<file path="src/rtl/cht_pkg.sv">
`timescale 1ns / 1ps
`default_nettype none
package cht_pkg;

  // Widest table index the block supports (entries per half up to 2**20)
  localparam int IDX_MAX_W = 20;

  // Shared divider operand widths
  localparam int DIV_W  = 32;
  localparam int DVSR_W = 14;

  // Continuation index hash multiplier
  localparam logic [15:0] CKEY_MULT = 16'ha28f;

  // Configuration register indexes
  localparam logic [1:0] REG_GRAIN     = 2'd0;
  localparam logic [1:0] REG_DEPTH_DIV = 2'd1;
  localparam logic [1:0] REG_MAX_CORR  = 2'd2;

  // Reset values of the configuration registers
  localparam logic [10:0] GRAIN_RST     = 11'd256;
  localparam logic [10:0] DEPTH_DIV_RST = 11'd8;
  localparam logic [13:0] MAX_CORR_RST  = 14'd1024;

  // Request codes
  localparam logic MODE_PROBE  = 1'b0;
  localparam logic MODE_UPDATE = 1'b1;

  // Classified request handed from front to back
  typedef struct packed {
    logic                   mode;
    logic                   side;
    logic [IDX_MAX_W-1:0]   idx_pawn;
    logic [IDX_MAX_W-1:0]   idx_minor;
    logic [IDX_MAX_W-1:0]   idx_last;
    logic [IDX_MAX_W-1:0]   idx_cont;
    logic signed [15:0]     diff;
    logic [7:0]             depth;
  } cmd_t;

  typedef enum logic [1:0] {
    F_IDLE,
    F_MOD,
    F_PUSH
  } front_state_e;

  typedef enum logic [3:0] {
    B_CLEAR,
    B_IDLE,
    B_ADDR,
    B_READ,
    B_LATCH,
    B_SUM,
    B_PDIV,
    B_OUT,
    B_MUL1,
    B_MUL2,
    B_SDIVST,
    B_SDIV,
    B_CLAMP,
    B_EMUL,
    B_EDIVST,
    B_EDIV
  } back_state_e;

endpackage
`default_nettype wire

</file>
<file path="src/rtl/cht_fifo.sv">
`timescale 1ns / 1ps
`default_nettype none
module cht_fifo (
  input  wire logic          clk_i,
  input  wire logic          rst_ni,
  input  wire logic          push_i,
  input  wire cht_pkg::cmd_t wdata_i,
  input  wire logic          pop_i,
  output cht_pkg::cmd_t      rdata_o,
  output logic               full_o,
  output logic               empty_o
);
  import cht_pkg::*;

  cmd_t       slot_q [2];
  logic       wptr_q, rptr_q;
  logic [1:0] cnt_q;

  assign full_o  = (cnt_q == 2'd2);
  assign empty_o = (cnt_q == 2'd0);
  assign rdata_o = slot_q[rptr_q];

  // Store requests
  always_ff @(posedge clk_i) begin
    if (push_i && !full_o) begin
      slot_q[wptr_q] <= wdata_i;
    end
  end

  // Advance pointers and fill count
  always_ff @(posedge clk_i or negedge rst_ni) begin
    if (!rst_ni) begin
      wptr_q <= 1'b0;
      rptr_q <= 1'b0;
      cnt_q  <= 2'd0;
    end else begin
      if (push_i && !full_o) begin
        wptr_q <= ~wptr_q;
      end
      if (pop_i && !empty_o) begin
        rptr_q <= ~rptr_q;
      end
      case ({push_i && !full_o, pop_i && !empty_o})
        2'b10:   cnt_q <= cnt_q + 2'd1;
        2'b01:   cnt_q <= cnt_q - 2'd1;
        default: cnt_q <= cnt_q;
      endcase
    end
  end

endmodule
`default_nettype wire

</file>
<file path="config.mk">
export PLATFORM = sky130hd
export DESIGN_NAME = cht_fifo
export DESIGN_NICKNAME = d
export VERILOG_FILES = /design/src/rtl/cht_pkg.sv /design/src/rtl/cht_fifo.sv
export SDC_FILE = /design/constraint.sdc
export NUM_CORES = 1
export LEC_CHECK = 0
export BUFFER_PORTS_ARGS = -buffer_cell sky130_fd_sc_hd__buf_2
export CORE_UTILIZATION = 42
export CTS_CLUSTER_DIAMETER = 100
export DETAILED_ROUTE_END_ITERATION = 7
export HOLD_SLACK_MARGIN = 0.03
export MAX_ROUTING_LAYER = met4
export PLACE_DENSITY = 0.74
export SETUP_SLACK_MARGIN = 0.15
export SLEW_MARGIN = 20
export SYNTH_ARGS = -nofsm -noshare
export SYNTH_HDL_FRONTEND = slang
export SYNTH_SLANG_ARGS = --single-unit
</file>
<file path="constraint.sdc">
create_clock -name clk_i -period 12.2 [get_ports clk_i]
set_input_delay 1.22 -clock clk_i [delete_from_list [all_inputs] [get_ports clk_i]]
set_output_delay 1.22 -clock clk_i [all_outputs]
set_load 0.1 [all_outputs]
</file>
Word level (Yosys, flattened, before mapping) --
Memories as Yosys holds them, arrays and structs flattened. Cells that the tools add are included.
Storage, ports and cells: register bits after elaboration 4, memory bits (writable) 212, input port bits 110, output and inout port bits 108, logic and storage cells 20, memories 1
Memories:
- slot_q | depth 2, width 106, read ports 1, clocked after Yosys merged registers in 0, write ports 1, RTL line cht_fifo.sv:15 | cmd_t slot_q [2];
Cells by class: add/sub/neg operators 2, equal/unequal tests 3, mux-type cells 3, bitwise operators 2, reduce and logical (&&, ||, !) cells 6
Operators by type and width (count):
- 2-bit == test (second input constant) | 2
- 2-bit one-hot mux with 2 select lines | 1
- 2-bit by 1-bit adder with 2-bit output (second input constant) | 1
- 2-bit by 1-bit == test with 1-bit output (second input constant) | 1
- 1-bit logical AND | 2
- 1-bit logical NOT | 2
- 2-bit logical NOT | 1
- 1-bit two-way mux | 2
- 1-bit inverter | 2
- 2-bit nonzero test | 1
- 2-bit by 1-bit subtractor with 2-bit output (second input constant) | 1

Logic depth before layout (Yosys ltp) --
word-level depth 5, mapped depth 6, depth with buffers taken out 6

Worst setup path before layout --
Ideal clock, no wire load.
kind input -> register, start in push_i, end mem slot_q[0][0] (netlist name) (enable), library setup time 572 ps, arrival time 5724 ps, data required time 11628 ps, slack 5905 ps, stages 2, buffers on the path 0, path through nand2_1 > nor2_1
Between the ends: word-level cells in the longest chain between the ends 3
RTL lines:
- start, declared | RTL line cht_fifo.sv:6 | input wire logic push_i,
- 1-bit logical AND | RTL line cht_fifo.sv:25 | if (push_i && !full_o) begin
- 1-bit two-way mux | RTL line cht_fifo.sv:25
- 1-bit two-way mux (implied by the code) | RTL line cht_fifo.sv:26 | slot_q[wptr_q] <= wdata_i;
- end, declared | RTL line cht_fifo.sv:15
Every way passes these cells.

==> metrics.md <==
| Metric | Value |
|---|---|
| CTS Buf Count | 23 |
| # rows | 49 |
| Worst path depth | 3 |
| Max Fclk | 0.237 GHz |
| Most frequent cells in the layout | buf_2, edfxtp_1, mux2_2 |
| DIE WIDTH | 140 um |
| Cells after Synth | 348 |
| 1st-pass router iterations | 4 |
| All-Layer GR Usage | 15.0% |
| Mapped cell area | 7960 sq um |
| Placed cell count | 786 |
| Syn_area_per_cell | 22.9 sq um |
| CP bufs+invs | 2 |
| Synth-to-layout area growth | 26.4% |
| Starting Density | 43.6% |
| DP HPWL | 9.51 mm |
| Setup WS pre-CTS | 8.49 ns |
| Status | completed |
| Final setup viols | 0 |
| Worst r2r dst | slot_q[1][21] |
| Worst clock skew | 0.0209 ns |
| RSZ-0062 raised after global routing | no |
| GRT overflow | 0 |
| Multi-input logic area | 1410 sq um |
| Worst path top cell family by delay | buffers and inverters |
| R2R setup slack | 9.73 ns |
| Vias per cell | 4.79 |
| Final Slew Violations | 0 |
| Fill cells | 1444 |
| Final period utilization | 34.6% |
| Critical Path Start Type | flop |
| Vias in the first global route | 4342 |
| Cells on worst reg2reg path | 3 |
| Syn nets | 459 |
| Root Driver | clkbuf_16 |
| First-pass GRT wire length | 22.1 mm |
| FF+latch area | 6470 sq um |
| Clock Latency Late Sink | 0.50 ns |
| H-tree depth | 1 |
| Final Hold Fails | 0 |
| CP Capture Type | output pin |
| CTS tree | built |
| Worst EP arrival | 3.00 ns |
| Die extent in y | 140 um |
| Slew HR | 35.8% |
| CP Class | flop to output pin |
| Post-DRT Antenna Nets | 0 |
| Post-route setup slack | 7.98 ns |
| Setup bufs post-CTS | 0 |
| Largest net degree at the start of global routing | 71 |
| Total negative setup slack | 0 ns |
| Fin nets | 693 |
| Period minus WS final | 4.22 ns |
| Sequential element share of the synthesized area | 81.3% |
| Initial DRC Count | 177 |
| GP Congestion | 0.708 |
| Reg2reg start | cnt_q[0] |
| FF+latch count, synth | 216 |
| Residual DRC | 0 |
| Worst-Margin Slew | 0.964 ns |
| Commonest non-fill, non-tap cell in the layout | buf_2 |
| Core Box Area | 18300 sq um |
| Antenna violations before repair | 1 |
| IO Port Bufs | 217 |
| Hold Path Class | input port to async pin |
| Die Area | 19500 sq um |
| CTS Buffer Depth | 3 |
| Clk sink count | 216 |
| Worst path max stage delay | 0.89 ns |
| Number of max-cap violations | 0 |
| Cts hold-fix bufs | 0 |
| Highest-delay cell along the critical path | dfrtp_4 |
| Filler-free cell count of the finished design | 828 |
| Data required, critical path | 10.98 ns |
| Post_cts resized | 0 |
| Hold_ws | 0.515 ns |
| Number of unique standard cell types used by synthesis | 15 |
| CP Launch Point | rptr_q |
| WL/cell | 17.5 um |
| Via count | 3970 |
| DRT Wirelength | 14.5 mm |
| Yosys warns | 0 |
| Clock transition at path regs | 0.06 ns |
| Share of layout cells above drive strength 1 | 61.0% |
| Ports | 218 |
| Crit-path cells | buf_4, mux2_2, buf_2 |
| Worst-path fanout max | 55 |
## routing by layer
layer | wire [um] | vias to the layer above | track usage, %
met5 | 0 | - | -
met4 | 269 | 0 | 4.51
met3 | 989 | 24 | 3.89
met2 | 7440 | 159 | 26.2
met1 | 5760 | 1930 | 16.8
li1 | - | 1857 | -
## kinds of logic after synthesis
family | share of synthesized area (%)
adder cells (fa/ha/maj) | 0.157
AND/OR/NAND/NOR | 0.425
XOR/XNOR | 0.550
buffers and inverters | 1.19
flip-flops | 81.3
multiplexers | 16.4
## metrics by stage
stage	utilization (%)	instance area, sq um
2_1_floorplan	-	7960
3_3_place_gp	50.8	9290
3_5_place_dp	50.8	9290
4_1_cts	55.1	10100
5_1_grt	55.1	10100
6_report	55.1	10100
## cell usage after synthesis
cell	n	share of area (%)
ha_1	1	0.16
edfxtp_1	212	80
nor2_1	3	0.14
and3_1	1	0.079
nand2_1	1	0.047
inv_1	1	0.047
buf_2	7	0.44
mux2_2	76	11
xor2_1	2	0.22
dfrtp_1	4	1.3
buf_6	5	0.71
nor2b_1	1	0.079
nand2b_1	1	0.079
mux2_4	30	5.7
xnor2_1	3	0.33
## state kept, by name, summed over array words and instances (netlist names)
| signal | flops |
|---|---|
| slot_q | 212 |
| cnt_q | 2 |
| rptr_q | 1 |
| wptr_q | 1 |
## layout make-up
cell class	instances	share of cell area [%]
Inverter	1	0.0373
Sequential cell	216	64.3
Clock inverter	15	1.85
Antenna cell	1	0.0249
Timing Repair Buffer	221	11.1
Tap cell	229	2.85
Multi-Input combinational cell	119	14.0
Clock buffer	26	5.83
## worst max-delay path by stage
stage	endpoint	slack, ns
after floorplan	slot_q[0][0]	5.90
after global placement	rdata_o[16]	8.54
after detailed placement	rdata_o[16]	8.49
after CTS	rdata_o[16]	7.96
after global routing	rdata_o[103]	7.82
final	rdata_o[34]	7.98
Power is not shown: default switching activity piles up to over one toggle a cycle in this logic, so the estimate is an artifact.
