==> src/rtl/cht_pkg.sv <==
`timescale 1ns / 1ps
`default_nettype none
package cht_pkg;

  // Widest table index the block supports (entries per half up to 2**20)
  localparam int IDX_MAX_W = 20;

  // Shared divider operand widths
  localparam int DIV_W  = 32;
  localparam int DVSR_W = 14;

  // Continuation index hash multiplier
  localparam logic [15:0] CKEY_MULT = 16'ha28f;

  // Configuration register indexes
  localparam logic [1:0] REG_GRAIN     = 2'd0;
  localparam logic [1:0] REG_DEPTH_DIV = 2'd1;
  localparam logic [1:0] REG_MAX_CORR  = 2'd2;

  // Reset values of the configuration registers
  localparam logic [10:0] GRAIN_RST     = 11'd256;
  localparam logic [10:0] DEPTH_DIV_RST = 11'd8;
  localparam logic [13:0] MAX_CORR_RST  = 14'd1024;

  // Request codes
  localparam logic MODE_PROBE  = 1'b0;
  localparam logic MODE_UPDATE = 1'b1;

  // Classified request handed from front to back
  typedef struct packed {
    logic                   mode;
    logic                   side;
    logic [IDX_MAX_W-1:0]   idx_pawn;
    logic [IDX_MAX_W-1:0]   idx_minor;
    logic [IDX_MAX_W-1:0]   idx_last;
    logic [IDX_MAX_W-1:0]   idx_cont;
    logic signed [15:0]     diff;
    logic [7:0]             depth;
  } cmd_t;

  typedef enum logic [1:0] {
    F_IDLE,
    F_MOD,
    F_PUSH
  } front_state_e;

  typedef enum logic [3:0] {
    B_CLEAR,
    B_IDLE,
    B_ADDR,
    B_READ,
    B_LATCH,
    B_SUM,
    B_PDIV,
    B_OUT,
    B_MUL1,
    B_MUL2,
    B_SDIVST,
    B_SDIV,
    B_CLAMP,
    B_EMUL,
    B_EDIVST,
    B_EDIV
  } back_state_e;

endpackage
`default_nettype wire

==> src/rtl/cht_front.sv <==
`timescale 1ns / 1ps
`default_nettype none
module cht_front #(
  parameter int TABLE_ENTRIES = 16384
) (
  input  wire logic          clk_i,
  input  wire logic          rst_ni,
  input  wire logic          accept_i,
  input  wire logic          mode_i,
  input  wire logic [63:0]   pawn_key_i,
  input  wire logic [63:0]   minor_key_i,
  input  wire logic [15:0]   last_move_i,
  input  wire logic [15:0]   cont_move_i,
  input  wire logic          side_i,
  input  wire logic [15:0]   diff_i,
  input  wire logic [7:0]    depth_i,
  input  wire logic          q_full_i,
  output logic               push_o,
  output cht_pkg::cmd_t      cmd_o,
  output logic               busy_o
);
  import cht_pkg::*;

  localparam int IW = $clog2(TABLE_ENTRIES);
  localparam int TW = IW + 4;

  front_state_e state_q, state_d;

  logic [63:0]        pk_q, mk_q;
  logic [15:0]        last_q, ckey_q;
  logic               mode_q, side_q;
  logic signed [15:0] diff_q;
  logic [7:0]         depth_q;
  logic [3:0]         nib_q;
  logic [IW-1:0]      rem_q [4];
  logic [IW-1:0]      rem_d [4];
  logic [3:0]         in_nib [4];
  logic [31:0]        hash_w;

  // Continuation hash on the accepted request
  assign hash_w = {16'd0, last_move_i} * {16'd0, CKEY_MULT};

  // Current key nibbles, short keys zero-extended
  always_comb begin
    in_nib[0] = pk_q[{nib_q, 2'b00} +: 4];
    in_nib[1] = mk_q[{nib_q, 2'b00} +: 4];
    in_nib[2] = (nib_q[3:2] == 2'd0) ? last_q[{nib_q[1:0], 2'b00} +: 4] : 4'd0;
    in_nib[3] = (nib_q[3:2] == 2'd0) ? ckey_q[{nib_q[1:0], 2'b00} +: 4] : 4'd0;
  end

  // One radix-16 remainder step per lane: drop the largest multiple that fits
  always_comb begin
    logic [TW-1:0] t;
    logic [TW-1:0] sub;
    for (int i = 0; i < 4; i++) begin
      t   = {rem_q[i], in_nib[i]};
      sub = '0;
      for (int j = 1; j < 16; j++) begin
        if (t >= TW'(j * TABLE_ENTRIES)) begin
          sub = TW'(j * TABLE_ENTRIES);
        end
      end
      rem_d[i] = IW'(t - sub);
    end
  end

  // Next state
  always_comb begin
    state_d = state_q;
    unique case (state_q)
      F_IDLE: if (accept_i) state_d = F_MOD;
      F_MOD:  if (nib_q == 4'd0) state_d = F_PUSH;
      F_PUSH: if (!q_full_i) state_d = F_IDLE;
      default: state_d = F_IDLE;
    endcase
  end

  // Outputs
  always_comb begin
    busy_o = (state_q != F_IDLE);
    push_o = (state_q == F_PUSH) && !q_full_i;
    cmd_o.mode      = mode_q;
    cmd_o.side      = side_q;
    cmd_o.idx_pawn  = IDX_MAX_W'(rem_q[0]);
    cmd_o.idx_minor = IDX_MAX_W'(rem_q[1]);
    cmd_o.idx_last  = IDX_MAX_W'(rem_q[2]);
    cmd_o.idx_cont  = IDX_MAX_W'(rem_q[3]);
    cmd_o.diff      = diff_q;
    cmd_o.depth     = depth_q;
  end

  always_ff @(posedge clk_i or negedge rst_ni) begin
    if (!rst_ni) begin
      state_q <= F_IDLE;
    end else begin
      state_q <= state_d;
    end
  end

  // Capture request, then walk key nibbles from the top
  always_ff @(posedge clk_i) begin
    if (state_q == F_IDLE && accept_i) begin
      pk_q    <= pawn_key_i;
      mk_q    <= minor_key_i;
      last_q  <= last_move_i;
      ckey_q  <= cont_move_i ^ hash_w[15:0];
      mode_q  <= mode_i;
      side_q  <= side_i;
      diff_q  <= diff_i;
      depth_q <= depth_i;
      nib_q   <= 4'd15;
      for (int i = 0; i < 4; i++) begin
        rem_q[i] <= '0;
      end
    end else if (state_q == F_MOD) begin
      nib_q <= nib_q - 4'd1;
      for (int i = 0; i < 4; i++) begin
        rem_q[i] <= rem_d[i];
      end
    end
  end

endmodule
`default_nettype wire

==> config.mk <==
export PLATFORM = sky130hd
export DESIGN_NAME = cht_front
export DESIGN_NICKNAME = d
export VERILOG_FILES = /design/src/rtl/cht_pkg.sv /design/src/rtl/cht_front.sv
export SDC_FILE = /design/constraint.sdc
export NUM_CORES = 1
export LEC_CHECK = 0
export BUFFER_PORTS_ARGS = -buffer_cell sky130_fd_sc_hd__buf_4
export CAP_MARGIN = 5
export CORE_UTILIZATION = 29
export DETAILED_ROUTE_END_ITERATION = 10
export PLACE_DENSITY_LB_ADDON = 0.25
export REMOVE_ABC_BUFFERS = 1
export SLEW_MARGIN = 20
export SYNTH_ARGS = -nofsm -noshare
export SYNTH_HDL_FRONTEND = slang
export SYNTH_SLANG_ARGS = --single-unit
export TNS_END_PERCENT = 20
==> constraint.sdc <==
create_clock -name clk_i -period 6.4 [get_ports clk_i]
set_input_delay 0.96 -clock clk_i [delete_from_list [all_inputs] [get_ports clk_i]]
set_output_delay 0.96 -clock clk_i [all_outputs]
set_load 0.05 [all_outputs]
# ---- Word level (Yosys, flattened, before mapping)
# Memories as Yosys holds them, arrays and structs flattened.
# Cells that the tools add are included.
# W data, S select, Z words.
dict set report totals {
  n_memories 1
  mem_bits_rw 56
  word_cells 166
  output_inout_bits 108
  regBits 192
}
dict set report op_classes {
  n_shift 4
  n_addsub 5
  n_eq_ne 5
  muxes 71
  mul 1
  bitwise 5
  n_reduce_logical 8
  order_cmp 56
}
# name depth word_bits read_ports rd_ports_with_merged_regs wr line
set mem_list {}
lappend mem_list {rem_q 4 14 4 0 4 cht_front.sv:35} ;# logic [IW-1:0] rem_q [4];
# op n
set ops {}
lappend ops {{$mux W14} 60}
lappend ops {{$ge A18 B18 Y1 const B} 32}
lappend ops {{$ge A18 B17 Y1 const B} 16}
lappend ops {{$ge A18 B16 Y1 const B} 8}
lappend ops {{$shiftx A64 B7 Y4} 2}
lappend ops {{$sub A14 B14 Y14} 4}
lappend ops {{$shiftx A16 B5 Y4} 2}
lappend ops {{$mul A16 B16 Y16 const B} 1}
lappend ops {{$xor A16 B16 Y16} 1}
lappend ops {{$mux W4} 2}
lappend ops {{$mux W2} 3}
lappend ops {{$ne A2 B2 Y1 const B} 3}
lappend ops {{$pmux W2 S3} 1}
lappend ops {{$mux W1} 5}
lappend ops {{$logic_not A2 Y1} 2}
lappend ops {{$logic_not A4 Y1} 1}
lappend ops {{$or A1 B1 Y1} 4}
lappend ops {{$sub A4 B1 Y4 const B} 1}
lappend ops {{$reduce_and A3 Y1} 1}
lappend ops {{$eq A2 B1 Y1 const B} 1}
lappend ops {{$eq A2 B2 Y1 const B} 1}
lappend ops {{$logic_and A1 B1 Y1} 2}
lappend ops {{$reduce_bool A2 Y1} 1}
lappend ops {{$logic_not A1 Y1} 1}

# ---- Depth between registers and ports, before layout
# Gate-level depths: netlist of the first run.
dict set report logic_depth {
  word_depth 19
  depth_mapped 16
  depth_no_buf 16
}

# ---- Worst setup path after synthesis of the first run
# Ideal clock, no wire load.
dict set report synth_path {
  path_kind {input-to-reg}
  start {in accept_i}
  end {reg ckey_q[0] (enable)}
  slack_ns 1.190
  t_required_ns 5.863
  cell_stages 2
  arrival_ns 4.673
  path_cell_list {nand2_1 -> inv_1}
}
dict set report synth_between {
  elab_chain_len 1
}
# element line
set synth_lines {}
lappend synth_lines {{from (decl)} cht_front.sv:8} ;# input wire logic accept_i,
lappend synth_lines {{$logic_and A1 B1 Y1} cht_front.sv:102} ;# if (state_q == F_IDLE && accept_i) begin
lappend synth_lines {{to (signal assigned)} cht_front.sv:106} ;# ckey_q <= cont_move_i ^ hash_w[15:0];
lappend synth_lines {{to (decl)} cht_front.sv:30} ;# logic [15:0] last_q, ckey_q;
# Every way passes these cells.
# A chain may end at the register's enable or synchronous reset.

# ---- Worst setup path after layout of the first run
dict set report layout_path {
  start {in last_move_i[5]}
  end {reg ckey_q[15] (data pin)}
}
dict set report layout_between {
  elab_chain_len 2
}
# element line
set layout_lines {}
lappend layout_lines {{from (decl)} cht_front.sv:12} ;# input wire logic [15:0] last_move_i,
lappend layout_lines {{$mul A16 B16 Y16} cht_front.sv:41} ;# assign hash_w = {16'd0, last_move_i} * {16'd0, CKEY_MULT};
lappend layout_lines {{$xor A16 B16 Y16} cht_front.sv:106}
# Every way passes these cells.

==> results.yml, run 1 <==
sta:
  slew_headroom: 0.3333
  setup_tns_ps: 0
  grt_setup_unrepaired: "false"
  worst_pin_slew_ps: 1000
  fmax_mhz: 219.6
  finalHoldViolCount: 0
  clock_skew_ps: 18.87
  slew_violations: 0
  fin_crit_sh: 0.7115
  finalSetupViolCount: 0
  layout_min_cycle_time_ps: 4554
synthesis:
  synth_area_um2: 11810
  synthCells: 702
  ys.flop_type: "edfxtp_1"
  synth-edff-count: 242
  ys_warn_count: 0
  avgSynthCellArea_um2: 16.83
  async_flop_share: 0.008065
  synth_seq_cells: 248
  ys_types: 48
  ys_seq_area_frac: 0.6263
critical_path:
  crit_type: "primary input to flip-flop"
  startpoint: "last_move_i[5]"
  setup.worst_path.start_class: "primary input"
  worstPathArrival_ps: 4860
  r2r_slack_ps: 3610
  r2r-end: "rem_q[0][14]"
  r2r_start: "nib_q[0]"
  cp_max_fo: 7
  crit_path_end_kind: "flip-flop"
  critPathRequiredTime_ps: 6710
  r2r_cells: 5
clocking:
  cts_hold_buf: 0
  cts_tree: "yes"
  clk_latency_ps: 580
  cts.htree.levels: 1
  root_buffer: "clkbuf_16"
  cts_num_sinks: 248
  post_cts_resized: 0
  path_clk_slew_ps: 60
  cts_max_path_buffers: 3
  cts_buffers: 29
  postCtsSetupRepairBufs: 0
die:
  die_x_um: 203.8
  die_area_um2: 41540
  coreArea_um2: 39910
  initial_core_util: 0.2959
  num_rows: 73
  pin_count: 298
  die_h_um: 203.8
place:
  io_buffers: 273
  hpwlAfterDp_um: 19780
  gp_congestion: 0.7385
  dp_cells: 1479
outcome:
  outcome: "finished, final reports clean"
layout:
  fin_cells: 1533
  seq_area_um2: 7403
  nets: 1265
  multi_input_area_um2: 3799
  area_delta_synth_final_pct: 28.36
  n_antenna_cell: 0
  finalCoreUtilization: 0.3798
  nFillCells: 3763
  drive_gt1_frac: 0.3452
pwr:
  peakVddDrop_mv: 0.2243
  p_leak_uw: 0.006122
  power_density_nw_per_um2: 476.6
routing:
  first_pass_iters: 5
  drc: 0
  via_per_inst: 4.220
  wl_per_cell_um: 18.45
  first_iter_violations: 288
  postRouteAntennaNets: 0
  finalWirelength_um: 28280
  vias: 6470
job:
  cap_violations: 0
min_path:
  min_path_type: "primary input to asynchronous set/reset pin"
global_routing:
  gr-total-overflow: 0
  grt_max_degree: 118
  grt_pass1_wl_um: 41740
  antenna_found_initial: 2
  grt_use_total: 0.1348
  grt_pass1_vias: 6876
[routing by layer]
layer | track usage | part of all wire | vias to the layer above
li1 | - | - | 3096
met1 | 0.1793 | 0.44 | 3181
met2 | 0.2280 | 0.49 | 156
met3 | 0.02280 | 0.042 | 37
met4 | 0.03276 | 0.021 | 0
met5 | 0 | 0 | -
[area by class of cell]
type | instances | area share
clock buffers | 34 | 0.04910
clock inverters | 20 | 0.01056
inverters | 80 | 0.02014
well taps | 525 | 0.04333
flip-flops and latches | 248 | 0.4883
multi-input cells | 349 | 0.2506
repair buffers | 277 | 0.1380
[cell families after synthesis]
kind of cell | Yosys count | synth area share
buffers and inverters | 128 | 0.06070
other | 1 | 0.0003175
xor gates and xnor gates | 44 | 0.03263
adders and majority gates | 90 | 0.1176
DFF | 248 | 0.6263
AOI/OAI and AO/OA | 43 | 0.02775
muxes | 41 | 0.08379
and+or+nand+nor | 107 | 0.05096
[where the power goes]
group	switching (µW)	leakage [µW]	internal (µW)	total, µW
Combinational	1900	0.00331	1170	3070
Sequential	220	0.00237	2350	2580
Clock	673	0.000435	911	1580
Total	2790	0.00612	4430	7230
[registers in the layout, indices dropped and copies added (netlist names)]
name and flops:
depth_q 8, rem_q 56, mode_q 1, mk_q 64
pk_q 64, diff_q 16, side_q 1, ckey_q 16
state_q 2, last_q 16, nib_q 4
[cell usage after synthesis (all sizes together) (2+ instances only)]
cell,instances,area share
a31oi,2,0.0011
o21ai,5,0.0021
fa,35,0.059
o211ai,3,0.0019
a21o,4,0.0025
ha,55,0.058
a311oi,8,0.0059
xor2,11,0.0082
nor3,2,0.00085
nor2,5,0.0016
dfxtp,4,0.0068
nor4,2,0.0016
nand2,27,0.0086
buf,35,0.025
clkbuf,13,0.010
mux4,40,0.083
inv,79,0.025
nor2b,18,0.0095
edfxtp,242,0.62
nand3,3,0.0013
dfrtp,2,0.0042
and2,40,0.021
a2111oi,2,0.0020
a21oi,8,0.0037
nand2b,2,0.0017
a211oi,8,0.0064
xnor2,33,0.024
or3,3,0.0016
[worst max-delay path, cell delays in order]
cell and delay [ps]:
buf_4 150, ha_1 300, ha_1 290, ha_1 300
fa_1 520, fa_1 560, inv_1 60, fa_1 530
inv_1 40, ha_1 350, and4_1 230, a2111oi_2 320
a31oi_1 80, xnor2_1 160
[layout by cell type, fill, tap and decap left out, drive strengths merged, types with 4 or more instances in the layout]
cell	instances
xnor2	33
mux4	40
dfxtp	4
fa	35
nor2b	18
clkbuf	34
conb	24
a21o	4
edfxtp	242
a21oi	8
buf	277
o21ai	5
a311oi	8
ha	55
xor2	11
and2	40
clkinv	16
nor2	5
inv	80
a211oi	8
nand2	27
[stage by stage]
| step | power (µW) | instance area [µm²] | hold WS (ps) | setup WS, ps |
|---|---|---|---|---|
| 6_report | 7226 | 15160 | 160.2 | 1846 |
| 3_5_place_dp | 5755 | 14260 | 535.9 | 1239 |
| 3_3_place_gp | 5724 | 14260 | 532.9 | 1250 |
| 4_1_cts | 7377 | 15160 | 117.0 | 1848 |
| 5_1_grt | 7673 | 15160 | 131.0 | 1697 |
| 2_1_floorplan | 4769 | 11480 | 534.1 | 1190 |
[how the worst max path moves through the flow]
stage	endpoint
final	ckey_q[15]
after global routing	ckey_q[15]
after CTS	ckey_q[15]
after detailed placement	ckey_q[15]
after global placement	ckey_q[15]
after floorplan	ckey_q[0]
Note: power is estimated with default switching activity, not from simulation.
==> run 2, diff against run 1 <==
--- a/config.mk
+++ b/config.mk
@@ -5,6 +5,7 @@
 export SDC_FILE = /design/constraint.sdc
 export NUM_CORES = 1
 export LEC_CHECK = 0
+export ABC_AREA = 1
 export BUFFER_PORTS_ARGS = -buffer_cell sky130_fd_sc_hd__buf_4
 export CAP_MARGIN = 5
 export CORE_UTILIZATION = 29
==> constraint.sdc (replaced) <==
create_clock -name clk_i -period 4.4 [get_ports clk_i]
set_input_delay 0.66 -clock clk_i [delete_from_list [all_inputs] [get_ports clk_i]]
set_output_delay 0.66 -clock clk_i [all_outputs]
set_load 0.05 [all_outputs]
==> results.yml, run 2 <==
layout:
  area_delta_synth_final_pct: 30.25
  nFillCells: 4018
  seq_area_um2: 7400
  layout_commonest_cell: "buf_4"
  n_antenna_cell: 0
  largest_registers: "mk_q (64), pk_q (64), rem_q (56)"
  multi_input_area_um2: 3721
  drive_gt1_frac: 0.2656
  nets: 1607
  postLayoutCellArea_um2: 15660
  final_cell_mix: "buf_4, edfxtp_1, nor2_1"
clocking:
  cts.htree.levels: 1
  cts_buffers: 28
  post_cts_resized: 0
  path_clk_slew_ps: 60
  clk_latency_ps: 550
  root_buffer: "clkbuf_16"
  cts_max_path_buffers: 3
  cts_tree: "yes"
  cts_num_sinks: 248
critical_path:
  r2r_slack_ps: 1980
  crit_path_end_kind: "flip-flop"
  critPathRequiredTime_ps: 4700
  setup.worst_path.start_class: "primary input"
  critPathSlowestCell: "fa_1"
  path_buf_inv: 8
  cp_max_fo: 6
  worstPathArrival_ps: 4360
  crit_type: "primary input to flip-flop"
  crit_family: "adder cells"
  r2r_start: "state_q[1]"
  crit_top_cell: "inv_1"
  r2r-end: "mk_q[29]"
  worstPathCellList: "buf_4 -> buf_4 -> ha_1 -> ha_1 -> ha_1 -> inv_1 -> fa_1 -> inv_1 -> fa_1 -> inv_1 -> fa_1 -> inv_1 -> ha_1 -> inv_1 -> nor3_1 -> nand3_1 -> nand3_1 -> xor2_1 -> inv_1"
  cpPeakStageDelay_ps: 520
  r2r_cells: 4
routing:
  wl_per_cell_um: 17.13
  first_iter_violations: 420
  vias: 8330
  wl_met3_um: 2433
  first_pass_iters: 5
  wirelength_met1_um: 13180
  finalWirelength_um: 32210
  wl_met2_um: 16100
  drc: 0
  postRouteAntennaNets: 0
  via_per_inst: 4.431
  route.top_layer_used: "met5"
synthesis:
  synth-edff-count: 242
  synth_xor_area_frac: 0.01873
  avgSynthCellArea_um2: 11.67
  ys_warn_count: 0
  synthTopCellsByArea: "edfxtp_1, fa_1, ha_1, nor2_1, inv_1"
  synth_top_family_by_area: "adder cells"
  yosys.area.top_type: "edfxtp_1"
  netlist.area_leader.share: 0.6045
  synthCells: 1030
  ys.flop_type: "edfxtp_1"
  yosysMostFrequentCell: "edfxtp_1"
  synthSimpleGateAreaFrac: 0.09638
  synthMuxAreaShare: 0
  async_flop_share: 0.008065
  synth_seq_cells: 248
  ys_types: 32
  synth_compound_area_frac: 0.07077
  synthAdderAreaFrac: 0.1155
  ys_top_cells_by_count: "edfxtp_1, nor2_1, inv_1"
  ys_seq_area_frac: 0.6153
  synth_area_um2: 12020
sta:
  fin_crit_sh: 0.9237
  finalSetupViolCount: 0
  grt_setup_unrepaired: "false"
  fmax_mhz: 246.0
  clock_skew_ps: 14.18
  worst_pin_slew_ps: 947.2
  slew_violations: 0
  slew_headroom: 0.3685
  finalHoldViolCount: 0
  whs_ps: 285.7
  layout_min_cycle_time_ps: 4064
min_path:
  holdPathEnd: "pk_q[9]"
  min-delay-start: "pawn_key_i[9]"
  hold_depth: 1
  min_path_type: "primary input to flip-flop"
place:
  io_buffers: 273
  dpl_cell_area_um2: 14690
  hpwlAfterDp_um: 22510
  gp_congestion: 0.8449
die:
  die_x_um: 205.6
  die_h_um: 205.6
  coreArea_um2: 40830
  initial_core_util: 0.2944
  num_rows: 74
  die_area_um2: 42270
  pin_count: 298
outcome:
  outcome: "finished, final reports clean"
pwr:
  p_leak_uw: 0.006735
  p_total_uw: 10990
  peakVddDrop_mv: 0.2989
  power_density_nw_per_um2: 701.9
global_routing:
  grt_pass1_vias: 8305
  grt_pass1_wl_um: 47400
  antenna_found_initial: 2
  gr-total-overflow: 0
  grt_use_total: 0.1479
  grt_max_degree: 83
job:
  cap_violations: 0
==> run 2: cells by family (layout without fill, tap and decap cells) <==
| family | after synthesis | in the layout |
|---|---|---|
| buffers and inverters | 222 | 517 |
| other | 1 | 24 |
| adders and majority gates | 90 | 90 |
| DFF | 248 | 248 |
| and+or+nand+nor | 295 | 295 |
| AOI/OAI and AO/OA | 153 | 153 |
| xor gates and xnor gates | 21 | 21 |
==> run 2: how the worst max path moves through the flow <==
stage                   startpoint          to  slack, ps  depth (start not counted)
finish              last_move_i[4]  ckey_q[14]        340                         19
global route        last_move_i[4]  ckey_q[14]         70                         19
CTS                 last_move_i[5]  ckey_q[14]        350                         17
detailed placement  last_move_i[5]  ckey_q[14]       -230                         17
global placement    last_move_i[5]  ckey_q[15]       -190                         17
floorplan                 accept_i   ckey_q[0]       -540                          2
==> run 2: cell type report <==
type / count / share of cell area
sequential: 248 / 0.4726
multi-input combinational: 583 / 0.2377
timing repair buffer: 305 / 0.1472
clock buffer: 32 / 0.04707
tap: 532 / 0.04251
inverter: 161 / 0.03892
clock inverter: 19 / 0.01406
==> run 2: layer usage <==
layer | GRT usage | vias up
li1 | - | 4011
met1 | 0.1819 | 4053
met2 | 0.2626 | 229
met3 | 0.03041 | 33
met4 | 0.03571 | 4
met5 | 0 | -
==> run 2: where the power goes <==
part           internal [µW]  total, µW  switching [µW]
clock network           1490       2430             945
logic                   1600       4910            3310
registers               3420       3650             228
==> run 2: metrics by stage <==
| stage | TNS, ps | utilization | setup WS [ps] | std cells |
|---|---|---|---|---|
| after CTS | 0 | 0.3835 | 350.1 | 1880 |
| after global placement | -313.3 | 0.3598 | -191.3 | 1828 |
| final | 0 | 0.3835 | 335.6 | 1880 |
| after global routing | 0 | 0.3835 | 71.24 | 1880 |
| after detailed placement | -504.4 | 0.3598 | -231.5 | 1828 |
| after floorplan | -100960 | - | -539.6 | 992 |
==> run 2: what timing repair did <==
item                                    4_1_cts  5_1_grt
hold buffers                                  1        0
endpoints found under the setup margin        0        0
hold endpoints to repair                      2        0
buffers inserted                              0        0
==> run 3, diff against run 2 <==
--- a/config.mk
+++ b/config.mk
@@ -5,7 +5,6 @@
 export SDC_FILE = /design/constraint.sdc
 export NUM_CORES = 1
 export LEC_CHECK = 0
-export ABC_AREA = 1
 export BUFFER_PORTS_ARGS = -buffer_cell sky130_fd_sc_hd__buf_4
 export CAP_MARGIN = 5
 export CORE_UTILIZATION = 29
==> results.yml, run 3 (same netlist as run 1, synthesis figures left out) <==
outcome:
  outcome: "finished, final reports clean"
global_routing:
  grt_pass1_wl_um: 42390
  grt_use_met2: 0.2349
  busiest_layer: "met2"
  grt_max_degree: 72
  grt_use_total: 0.1368
  use_met1: 0.1766
  antenna_found_initial: 1
  grt_pass1_vias: 7113
  use_met3: 0.02519
  gr-total-overflow: 0
pwr:
  p_total_uw: 10780
  peakVddDrop_mv: 0.3130
  p_leak_uw: 0.006349
  power_density_nw_per_um2: 696.2
  clkPwrFrac: 0.209
  p_int_uw: 6660
  p_sw_frac: 0.3823
  p_switching_uw: 4123
  p_comb_frac: 0.441
  power.sequential.fraction: 0.350
clocking:
  cts_num_sinks: 248
  cts_buffers: 29
  root_buffer: "clkbuf_16"
  path_clk_slew_ps: 60
  clk_latency_ps: 570
  cts_hold_buf: 1
  cts_max_path_buffers: 3
  cts_tree: "yes"
  post_cts_resized: 0
  cts.htree.levels: 1
  postCtsSetupRepairBufs: 0
layout:
  final_cell_mix: "buf_4, edfxtp_1, inv_1"
  n_antenna_cell: 0
  largest_registers: "mk_q (64), pk_q (64), rem_q (56)"
  postLayoutCellArea_um2: 15490
  drive_gt1_frac: 0.3770
  layout_commonest_cell: "buf_4"
  area_delta_synth_final_pct: 31.12
  nets: 1310
critical_path:
  worstPathCellList: "buf_4 -> ha_1 -> ha_1 -> ha_1 -> fa_1 -> fa_1 -> inv_1 -> fa_1 -> inv_1 -> ha_1 -> and4_1 -> a2111oi_2 -> a31oi_1 -> xnor2_1"
  cpPeakStageDelay_ps: 560
  r2r-end: "rem_q[0][14]"
  cp_max_fo: 3
  crit_family: "adder cells"
  setup.worst_path.start_class: "primary input"
  r2r_slack_ps: 1930
  startpoint: "last_move_i[5]"
  r2r_start: "nib_q[0]"
  crit_type: "primary input to flip-flop"
  crit_path_end_kind: "flip-flop"
  r2r_cells: 4
  crit_top_cell: "ha_1"
  critPathRequiredTime_ps: 4710
  worstPathArrival_ps: 4480
  critPathSlowestCell: "fa_1"
  path_buf_inv: 3
sta:
  clock_skew_ps: 15.35
  setup_slack_ps: 230.7
  fmax_mhz: 239.8
  fin_crit_sh: 0.9476
  layout_min_cycle_time_ps: 4169
  finalSetupViolCount: 0
  slew_headroom: 0.3817
  whs_ps: 262.6
  slew_violations: 0
  worst_pin_slew_ps: 925.6
  finalHoldViolCount: 0
  grt_setup_unrepaired: "false"
min_path:
  holdPathEnd: "mk_q[55]"
  min_path_type: "primary input to flip-flop"
  min-delay-start: "minor_key_i[55]"
  hold_depth: 1
routing:
  first_pass_iters: 4
  via_per_inst: 4.248
  drc: 0
  first_iter_violations: 226
  finalWirelength_um: 28750
  vias: 6704
  wl_per_cell_um: 18.22
  postRouteAntennaNets: 0
die:
  pin_count: 298
  coreArea_um2: 39910
  die_area_um2: 41540
  num_rows: 73
  die_h_um: 203.8
  die_x_um: 203.8
  initial_core_util: 0.2959
job:
  cap_violations: 0
place:
  io_buffers: 273
  dpl_cell_area_um2: 14590
  place_ws_ps: -371.4
  hpwlAfterDp_um: 20820
  gp_congestion: 0.7264
[run 3: changes by cell type in the layout (fill, tap and decap cells not counted), sizes merged, moves of 11 or more]
cell	delta
a21oi	-11
and2	+40
mux4	+40
buf	+17
o21ai	-83
o22ai	-20
nand2	-69
xnor2	+29
nor2	-161
inv	-79
o211ai	-14
nand3	-25
nor2b	+18
[run 3: power groups by stage]
stage	sequential, µW	combinational [µW]	clock, µW
5_1_grt	3850	5190	2410
4_1_cts	3800	4860	2330
3_3_place_gp	3830	4830	0
2_1_floorplan	4760	2180	0
6_report	3780	4760	2250
3_5_place_dp	3850	4850	0
[run 3: through the flow]
| step | std cells | setup TNS [ps] | utilization |
|---|---|---|---|
| 2_1_floorplan | 677 | -94950 | - |
| 3_3_place_gp | 1523 | -1071 | 0.3654 |
| 3_5_place_dp | 1523 | -1144 | 0.3654 |
| 4_1_cts | 1578 | 0 | 0.3880 |
| 5_1_grt | 1578 | 0 | 0.3880 |
| 6_report | 1578 | 0 | 0.3880 |
[run 3: final cells by class]
cell class / instances / area, µm²
Timing Repair Buffer: 322 / 2432
Clock buffer: 30 / 729.5
Fill cell: 3749 / 24430
Inverter: 80 / 305.3
Multi-Input combinational cell: 349 / 3799
Tap cell: 525 / 656.9
Clock inverter: 24 / 161.4
Sequential cell: 248 / 7403
[run 3: how the worst max path moves through the flow]
stage | to | slack [ps] | cells past startpoint
3_5_place_dp | ckey_q[15] | -370 | 14
6_report | ckey_q[15] | 230 | 14
2_1_floorplan | ckey_q[0] | -510 | 2
4_1_cts | ckey_q[15] | 210 | 14
3_3_place_gp | ckey_q[15] | -340 | 14
5_1_grt | ckey_q[15] | 70 | 14
[run 3: routing by layer]
metal  wire, µm  share of wire
met1      12280           0.43
met2      14400           0.50
met3       1427          0.050
met4        637          0.022
met5          0              0
